$ cat config.mk
export PLATFORM = sky130hd
export DESIGN_NAME = bitmap_block_allocator
export DESIGN_NICKNAME = d
export VERILOG_FILES = /design/src/sv/bba_pkg.sv /design/src/sv/bba_ram.sv /design/src/sv/bitmap_block_allocator.sv
export SDC_FILE = /design/constraint.sdc
export NUM_CORES = 2
export LEC_CHECK = 0
export BUFFER_PORTS_ARGS = -buffer_cell sky130_fd_sc_hd__buf_2
export CORE_ASPECT_RATIO = 1.75
export CORE_MARGIN = 5
export CORE_UTILIZATION = 45
export DETAILED_ROUTE_END_ITERATION = 7
export GPL_TIMING_DRIVEN = 0
export SLEW_MARGIN = 20
export SYNTH_ARGS = -nofsm -noshare
export SYNTH_HDL_FRONTEND = slang
export SYNTH_HIERARCHICAL = 1
export SYNTH_SLANG_ARGS = --single-unit
$ cat constraint.sdc
create_clock -name i_clk -period 33.7 [get_ports i_clk]
set_clock_uncertainty 0.2 [all_clocks]
set_input_delay 6.74 -clock i_clk [delete_from_list [all_inputs] [get_ports i_clk]]
set_output_delay 6.74 -clock i_clk [all_outputs]
set_load 0.02 [all_outputs]
$ cat src/sv/bba_pkg.sv
package bba_pkg;

    localparam int MAX_BLOCKS = 4096;

    localparam int CFG_W     = 13;
    localparam int BLK_W     = 12;
    localparam int CFG_IDX_W = 2;

    localparam logic [CFG_IDX_W-1:0] REG_TOTAL    = 2'd0;
    localparam logic [CFG_IDX_W-1:0] REG_RESERVED = 2'd1;

    localparam logic [CFG_W-1:0] TOTAL_RESET    = 13'd4096;
    localparam logic [CFG_W-1:0] RESERVED_RESET = 13'd1;

    localparam logic ACT_ALLOC = 1'b0;
    localparam logic ACT_FREE  = 1'b1;

endpackage

$ cat src/sv/bba_ram.sv
module bba_ram #(
    parameter int WIDTH = 32,
    parameter int DEPTH = 128,
    localparam int AW = (DEPTH > 1) ? $clog2(DEPTH) : 1
) (
    input  logic             i_clk,
    input  logic             i_we,
    input  logic [AW-1:0]    i_waddr,
    input  logic [WIDTH-1:0] i_wdata,
    input  logic             i_re,
    input  logic [AW-1:0]    i_raddr,
    output logic [WIDTH-1:0] o_rdata
);

    logic [WIDTH-1:0] r_mem [DEPTH];
    logic [WIDTH-1:0] r_rdata;

    always_ff @(posedge i_clk) begin
        if (i_we) begin
            r_mem[i_waddr] <= i_wdata;
        end
        if (i_re) begin
            r_rdata <= r_mem[i_raddr];
        end
    end

    assign o_rdata = r_rdata;

endmodule

$ cat src/sv/bitmap_block_allocator.sv
// first-fit block allocator over a used/free bitmap held in one RAM
// input channel (i_valid/o_ready): i_action selects allocate or free,
//   i_block_in names the block to free
// output channel (o_valid/i_ready): o_block_out and o_ok, one item per request
// configuration: i_cfg_we writes i_cfg_data into register i_cfg_idx
//   (0 total blocks, 1 reserved blocks), taken in any cycle
// the bitmap is walked one RAM word per cycle from word 0, and the scan stops
//   at the word that holds the answer; a full allocate scan covers 4096 blocks
//   in 128 words of 32 bits
// an invalid free, or an allocate with an empty range, skips the scan and goes straight to the result state
// one request is in work at a time; o_ready is low while it runs and rises the
//   cycle after the result is loaded into the output register
// after reset a clearing pass writes every bitmap word to zero, one word a
//   cycle (MAX_BLOCKS / MAP_WORD_BITS words, 128 by default), with o_ready low
// a stalled receiver holds the result in the output register; the next item
//   is still accepted and runs, and its result waits until the first is taken
module bitmap_block_allocator
    import bba_pkg::*;
#(
    parameter int MAP_WORD_BITS = 32
) (
    input  logic                 i_clk,
    input  logic                 i_rst_n,
    input  logic                 i_valid,
    output logic                 o_ready,
    input  logic                 i_action,
    input  logic [BLK_W-1:0]     i_block_in,
    output logic                 o_valid,
    input  logic                 i_ready,
    output logic [BLK_W-1:0]     o_block_out,
    output logic                 o_ok,
    input  logic                 i_cfg_we,
    input  logic [CFG_IDX_W-1:0] i_cfg_idx,
    input  logic [CFG_W-1:0]     i_cfg_data
);

    localparam int DEPTH = (MAX_BLOCKS + MAP_WORD_BITS - 1) / MAP_WORD_BITS;
    localparam int AW    = (DEPTH > 1) ? $clog2(DEPTH) : 1;
    localparam int WCW   = $clog2(DEPTH + 1);
    localparam int JW    = $clog2(MAP_WORD_BITS);
    localparam int BW    = $clog2(MAX_BLOCKS + 1);
    localparam int XW    = ((BW > CFG_W) ? BW : CFG_W) + 2;

    typedef enum logic [1:0] {
        S_CLEAR,
        S_IDLE,
        S_SCAN,
        S_DONE
    } t_state;

    t_state                   r_state;
    logic [AW-1:0]            r_clr;
    logic                     r_action;
    logic [XW-1:0]            r_blk;
    logic [XW-1:0]            r_lo;
    logic [XW-1:0]            r_hi;
    logic [WCW-1:0]           r_rd_word;
    logic [XW-1:0]            r_rd_base;
    logic                     r_ev_vld;
    logic [AW-1:0]            r_ev_word;
    logic [XW-1:0]            r_ev_base;
    logic [BLK_W-1:0]         r_res_blk;
    logic                     r_res_ok;
    logic                     r_out_valid;
    logic [BLK_W-1:0]         r_out_blk;
    logic                     r_out_ok;
    logic [CFG_W-1:0]         r_total;
    logic [CFG_W-1:0]         r_reserved;

    logic [XW-1:0]            cfg_lo;
    logic [XW-1:0]            cfg_hi;
    logic [XW-1:0]            in_blk;
    logic                     free_valid;
    logic                     ram_we;
    logic [AW-1:0]            ram_waddr;
    logic [MAP_WORD_BITS-1:0] ram_wdata;
    logic                     ram_re;
    logic [MAP_WORD_BITS-1:0] ram_rdata;
    logic signed [XW-1:0]     d_lo;
    logic signed [XW-1:0]     d_hi;
    logic [JW:0]              lo_c;
    logic [JW:0]              hi_c;
    logic [MAP_WORD_BITS-1:0] range_mask;
    logic [MAP_WORD_BITS-1:0] cand;
    logic                     found;
    logic [JW-1:0]            pick;
    logic [XW-1:0]            next_base;
    logic                     alloc_end;
    logic                     free_here;
    logic                     scan_end;
    logic [XW-1:0]            rel_full;
    logic [JW-1:0]            rel;

    // bounds as the request sees them
    always_comb begin
        cfg_lo = (r_reserved == '0) ? XW'(1) : XW'(r_reserved);
        cfg_hi = (XW'(r_total) > XW'(MAX_BLOCKS)) ? XW'(MAX_BLOCKS) : XW'(r_total);
        in_blk = XW'(i_block_in);
        free_valid = (in_blk >= cfg_lo) && (in_blk < cfg_hi);
    end

    // candidate bits of the word under evaluation
    always_comb begin
        d_lo = $signed(r_lo - r_ev_base);
        d_hi = $signed(r_hi - r_ev_base);
        if (d_lo[XW-1]) begin
            lo_c = '0;
        end else if (d_lo > $signed(XW'(MAP_WORD_BITS))) begin
            lo_c = (JW+1)'(MAP_WORD_BITS);
        end else begin
            lo_c = d_lo[JW:0];
        end
        if (d_hi[XW-1]) begin
            hi_c = '0;
        end else if (d_hi > $signed(XW'(MAP_WORD_BITS))) begin
            hi_c = (JW+1)'(MAP_WORD_BITS);
        end else begin
            hi_c = d_hi[JW:0];
        end
        for (int j = 0; j < MAP_WORD_BITS; j++) begin
            range_mask[j] = ((JW+1)'(j) >= lo_c) && ((JW+1)'(j) < hi_c);
        end
        cand  = ~ram_rdata & range_mask;
        found = |cand;
        pick  = '0;
        for (int j = MAP_WORD_BITS - 1; j >= 0; j--) begin
            if (cand[j]) begin
                pick = JW'(j);
            end
        end
        next_base = r_ev_base + XW'(MAP_WORD_BITS);
        alloc_end = next_base >= r_hi;
        free_here = r_blk < next_base;
        scan_end  = r_ev_vld && ((r_action == ACT_ALLOC) ? (found || alloc_end) : free_here);
        rel_full  = r_blk - r_ev_base;
        rel       = rel_full[JW-1:0];
    end

    // bitmap port control
    always_comb begin
        ram_re    = (r_state == S_SCAN) && (r_rd_word < WCW'(DEPTH));
        ram_we    = 1'b0;
        ram_waddr = r_ev_word;
        ram_wdata = ram_rdata;
        if (r_state == S_CLEAR) begin
            ram_we    = 1'b1;
            ram_waddr = r_clr;
            ram_wdata = '0;
        end else if (r_state == S_SCAN && r_ev_vld) begin
            if (r_action == ACT_ALLOC) begin
                ram_we    = found;
                ram_wdata = ram_rdata | (MAP_WORD_BITS'(1) << pick);
            end else begin
                ram_we    = free_here;
                ram_wdata = ram_rdata & ~(MAP_WORD_BITS'(1) << rel);
            end
        end
    end

    bba_ram #(
        .WIDTH(MAP_WORD_BITS),
        .DEPTH(DEPTH)
    ) u_map (
        .i_clk  (i_clk),
        .i_we   (ram_we),
        .i_waddr(ram_waddr),
        .i_wdata(ram_wdata),
        .i_re   (ram_re),
        .i_raddr(r_rd_word[AW-1:0]),
        .o_rdata(ram_rdata)
    );

    always_ff @(posedge i_clk) begin
        if (!i_rst_n) begin
            r_state     <= S_CLEAR;
            r_clr       <= '0;
            r_ev_vld    <= 1'b0;
            r_out_valid <= 1'b0;
            r_total     <= TOTAL_RESET;
            r_reserved  <= RESERVED_RESET;
        end else begin
            if (i_cfg_we) begin
                case (i_cfg_idx)
                    REG_TOTAL:    r_total    <= i_cfg_data;
                    REG_RESERVED: r_reserved <= i_cfg_data;
                    default: ;
                endcase
            end
            if (r_out_valid && i_ready && r_state != S_DONE) begin
                r_out_valid <= 1'b0;
            end
            case (r_state)
                S_CLEAR: begin
                    r_clr <= r_clr + AW'(1);
                    if (r_clr == AW'(DEPTH - 1)) begin
                        r_state <= S_IDLE;
                    end
                end
                S_IDLE: begin
                    if (i_valid) begin
                        r_action  <= i_action;
                        r_blk     <= in_blk;
                        r_lo      <= cfg_lo;
                        r_hi      <= cfg_hi;
                        r_rd_word <= '0;
                        r_rd_base <= '0;
                        r_ev_vld  <= 1'b0;
                        r_res_blk <= '0;
                        r_res_ok  <= 1'b0;
                        if (i_action == ACT_FREE) begin
                            r_state <= free_valid ? S_SCAN : S_DONE;
                        end else begin
                            r_state <= (cfg_hi > cfg_lo) ? S_SCAN : S_DONE;
                        end
                    end
                end
                S_SCAN: begin
                    r_ev_vld  <= ram_re && !scan_end;
                    r_ev_word <= r_rd_word[AW-1:0];
                    r_ev_base <= r_rd_base;
                    r_rd_word <= r_rd_word + WCW'(1);
                    r_rd_base <= r_rd_base + XW'(MAP_WORD_BITS);
                    if (r_ev_vld) begin
                        if (r_action == ACT_ALLOC) begin
                            if (found) begin
                                r_res_blk <= BLK_W'(r_ev_base + XW'(pick));
                                r_res_ok  <= 1'b1;
                                r_state   <= S_DONE;
                            end else if (alloc_end) begin
                                r_state  <= S_DONE;
                            end
                        end else if (free_here) begin
                            r_res_ok <= 1'b1;
                            r_state  <= S_DONE;
                        end
                    end
                end
                S_DONE: begin
                    if (!r_out_valid || i_ready) begin
                        r_out_valid <= 1'b1;
                        r_out_blk   <= r_res_blk;
                        r_out_ok    <= r_res_ok;
                        r_state     <= S_IDLE;
                    end
                end
                default: begin
                    r_state <= S_IDLE;
                end
            endcase
        end
    end

    assign o_ready     = (r_state == S_IDLE);
    assign o_valid     = r_out_valid;
    assign o_block_out = r_out_blk;
    assign o_ok        = r_out_ok;

`ifndef SYNTHESIS
    a_write_ends_scan: assert property (@(posedge i_clk) disable iff (!i_rst_n)
        (ram_we && r_state == S_SCAN) |=> (r_state == S_DONE))
        else $error("bitmap write did not end the scan");

    a_free_in_range: assert property (@(posedge i_clk) disable iff (!i_rst_n)
        (r_state == S_DONE && r_res_ok && r_action == ACT_FREE)
            |-> (r_blk >= r_lo && r_blk < r_hi))
        else $error("free reported ok outside the allowed range");

    a_fail_is_zero: assert property (@(posedge i_clk) disable iff (!i_rst_n)
        (r_state == S_DONE && !r_res_ok) |-> (r_res_blk == '0))
        else $error("failed request reports a nonzero block");

    a_accept_starts: assert property (@(posedge i_clk) disable iff (!i_rst_n)
        (i_valid && o_ready) |=> (r_state == S_SCAN || r_state == S_DONE))
        else $error("accepted item did not start work");
`endif

endmodule

==> summary.md <==
| Metric | Value |
|---|---|
| CTS resizes | 0 |
| Sequential cell area | 128000 µm² |
| Routability cong. | between 0.9 and 1 |
| Largest net degree at the start of global routing | 43 |
| Layout cells sized above 1 | 33.1% |
| CTS root buffer | clkbuf_16 |
| CP endpoint kind | flop |
| Die Y | 817 µm |
| Finished Layout Cells | 13274 |
| Overall power | around 10 mW |
| DR pass1 iterations | 8 |
| Initial drt markers | around 8400 |
| DRT antenna net count | 0 |
| Post-synth EDFFs | 4228 |
| Num CTS Buffers | 363 |
| Clk buf depth | 4 |
| Vias per inst | around 6 |
| Postcts setup bufs | 0 |
| Crit path max fanout | 15 |
| Max Cap Viol | 0 |
| # fillers | about 28000 |
| Worst min path class | flop to flop |
| Die X | 471 µm |
| Finished Core Util | 52.4% |
| Layout area overhead | 16.2% |
| Main flop type after synthesis | edfxtp_1 |
| Clock Sinks | 4265 |
| # port buffers | 47 |
| Area taken by multi-input logic gates | 39100 µm² |
| Sum Neg Setup Slack | 0 ns |
| GRT overflow | 0 |
| Final hold vios | 0 |
| Area contributors post-synth | edfxtp_1, mux4_2, ha_1, clkbuf_1, nor2_1 |
| # IOs | 48 |
| Final wirelength | 479 mm |
| Netlist cell types | 105 |
| Syn Nets | ~7300 |
| All-Layer GR Usage | 24.6% |
| Share of flip-flops with an asynchronous set or reset | 0% |
| WL/cell | roughly 36 µm |
| DRC | 3 |
| Status | finished with violations |
| Violated checks | DRC |
| PnR worst setup slack | 24.25 ns |
| Via Count | ~80000 |
| Register clock-pin slew on the reported worst setup and hold paths | 0.07 ns |
| CTS tree | done |
| Antenna violations before repair | 62 |
| RSZ-0062 raised after global routing | no |
| Vias in the first global route | 84624 |
| H-tree depth | 5 |
| Initial Util | 45.1% |
| CP arrival | 9.87 ns |
| WS Path Type | flop to flop |
| Core area | between 300000 and 400000 µm² |
| Mapped Area | around 170000 µm² |
| FP Rows | 296 |
| Period utilization | 28.0% |
| Cell type with the highest aggregate area in the netlist | edfxtp_1 |
| Sequential share of the synthesized area | 76.3% |
| LEAKAGE | around 57 nW |
| Setup Viol. Count Final | 0 |
| Avg Cell Area, Syn | about 23 µm² |
| Synth top area share | 75.9% |
| Pins Over Slew Limit | 0 |
| YS warnings | 6 |
| Final net count | 8126 |
| FF+latch count, synth | ~4300 |
| # placed instances | roughly 13000 |
| Dpl ws | 23.86 ns |
| Max frequency | 106 MHz |
| HPWL Detailed | 347 mm |
| Slew headroom | around 17% |
| Mapped Cells | 7173 |
| Startpoint Class | flop |
| Hold buffer count at CTS | 0 |
| PwrDens | slightly above 50 nW/µm² |
| Latest clock arrival within the worst-skew pair | a little over 0.9 ns |
| First-pass GRT wire length | 663 mm |
| Tmin final | around 9.5 ns |
| Worst IR Drop VDD | 43.7 µV |
| CP required | around 34 ns |
| Worst-Margin Slew | 1.25 ns |
| Die area | 385000 µm² |
[cells in the final DEF (no fill, tap or decap), types with 37 or more instances in the layout]
cell type	instances
edfxtp_1	4228
mux4_2	1344
clkbuf_16	372
clkbuf_1	259
buf_2	157
nand2_1	123
nor2_4	120
buf_12	119
buf_16	114
buf_6	86
nor2_1	85
ha_1	75
clkinv_1	72
inv_1	68
clkinv_2	68
buf_8	61
diode_2	60
nand3_1	56
buf_4	55
clkbuf_2	53
a21oi_1	48
mux2_2	40
dfxtp_1	37
[per-layer routing]
layer | global-route usage, % | vias to the layer above | wire [µm]
li1 | - | 32629 | -
met1 | 27.7 | 44175 | 160000
met2 | 44.5 | 3324 | 258000
met3 | 3.88 | 927 | 29700
met4 | 14.0 | 14 | 31800
met5 | 0 | - | 96
[flip-flops by register name, summed over array words and instances (netlist names), 8 cells and up]
name,flops
o_block_out,12
r_blk,12
r_ev_base,10
r_hi,13
r_lo,13
r_rd_base,10
r_rd_word,8
r_res_blk,12
r_reserved,13
r_total,13
u_map/o_rdata,32
u_map/r_mem,4096
[Yosys cell counts, drive strengths merged, types with 17 or more instances]
| master | count |
|---|---|
| inv | 68 |
| nand2 | 124 |
| o21a | 21 |
| edfxtp | 4228 |
| nand4 | 23 |
| nor3 | 30 |
| nor2b | 24 |
| nand2b | 34 |
| a21oi | 49 |
| o31ai | 33 |
| mux4 | 1344 |
| ha | 75 |
| dfxtp | 37 |
| buf | 154 |
| nand3 | 57 |
| mux2 | 40 |
| a21boi | 27 |
| clkbuf | 234 |
| xor2 | 17 |
| o211ai | 35 |
| and2 | 26 |
| nor2 | 206 |
| and3 | 17 |
| xnor2 | 17 |
| a21o | 19 |
| o21ai | 41 |
| a31oi | 17 |
[area by class of cell]
type / instances / share of cell area, %
clock inverter: 199 / 0.915
inverter: 68 / 0.131
antenna: 60 / 0.0772
clock buffer: 445 / 4.93
timing repair buffer: 480 / 4.12
sequential: 4265 / 65.7
multi-input combinational: 2452 / 20.1
buffer: 388 / 0.879
tap: 4917 / 3.16
[per-stage QoR]
stage,hold WS (ns),cell area [µm²]
2_1_floorplan,0.200,167000
3_3_place_gp,0.200,174000
3_5_place_dp,0.206,183000
4_1_cts,0.221,194000
5_1_grt,0.226,194000
6_report,0.219,194000
[critical path, stage by stage (launching register included)]
cell,delay (ns)
edfxtp_1,0.53
inv_1,0.25
ha_1,0.54
nor2b_1,0.18
buf_4,0.24
a32oi_1,0.14
a2111oi_0,0.52
and4b_1,0.26
buf_2,0.28
nand3_2,0.28
buf_6,0.28
nor2_1,0.38
a21oi_1,0.16
nor3b_1,0.71
nand4_1,0.48
nor3b_2,0.55
o31ai_1,0.32
clkbuf_1,0.29
nor2b_1,0.22
nand3_1,0.68
clkbuf_2,0.93
nor2_4,0.23
buf_16,0.25
buf_16,0.17
[path summary, 6_finish.rpt]
path              slack [ns]                             to  cells after the start                        start
setup / recovery       24.25  u_map/r_mem[70][12]$_DFFE_PP_                     23       r_ev_base[5]$_DFFE_PP_
hold / removal          0.22      o_block_out[10]$_DFFE_PP_                      0  r_res_blk[10]$_SDFFCE_PN0P_
setup reg to reg       24.25  u_map/r_mem[70][12]$_DFFE_PP_                     23       r_ev_base[5]$_DFFE_PP_
hold reg to reg         0.22      o_block_out[10]$_DFFE_PP_                      0  r_res_blk[10]$_SDFFCE_PN0P_
[cells by family after synthesis]
group	Yosys count	synth area share [%]
DFF	4265	76.3
muxes	1386	18.4
and+or+nand+nor	606	1.80
buffers and inverters	456	1.12
AOI/OAI and AO/OA	350	1.60
adders and majority gates	76	0.568
xor gates and xnor gates	34	0.187
[power by group]
part	internal [mW]	switching (mW)	leakage, nW
registers	5.75	0.00463	37.4
logic	0.0292	0.0624	13.6
clock network	2.25	1.88	5.55
(Power assumes the default switching activity.)
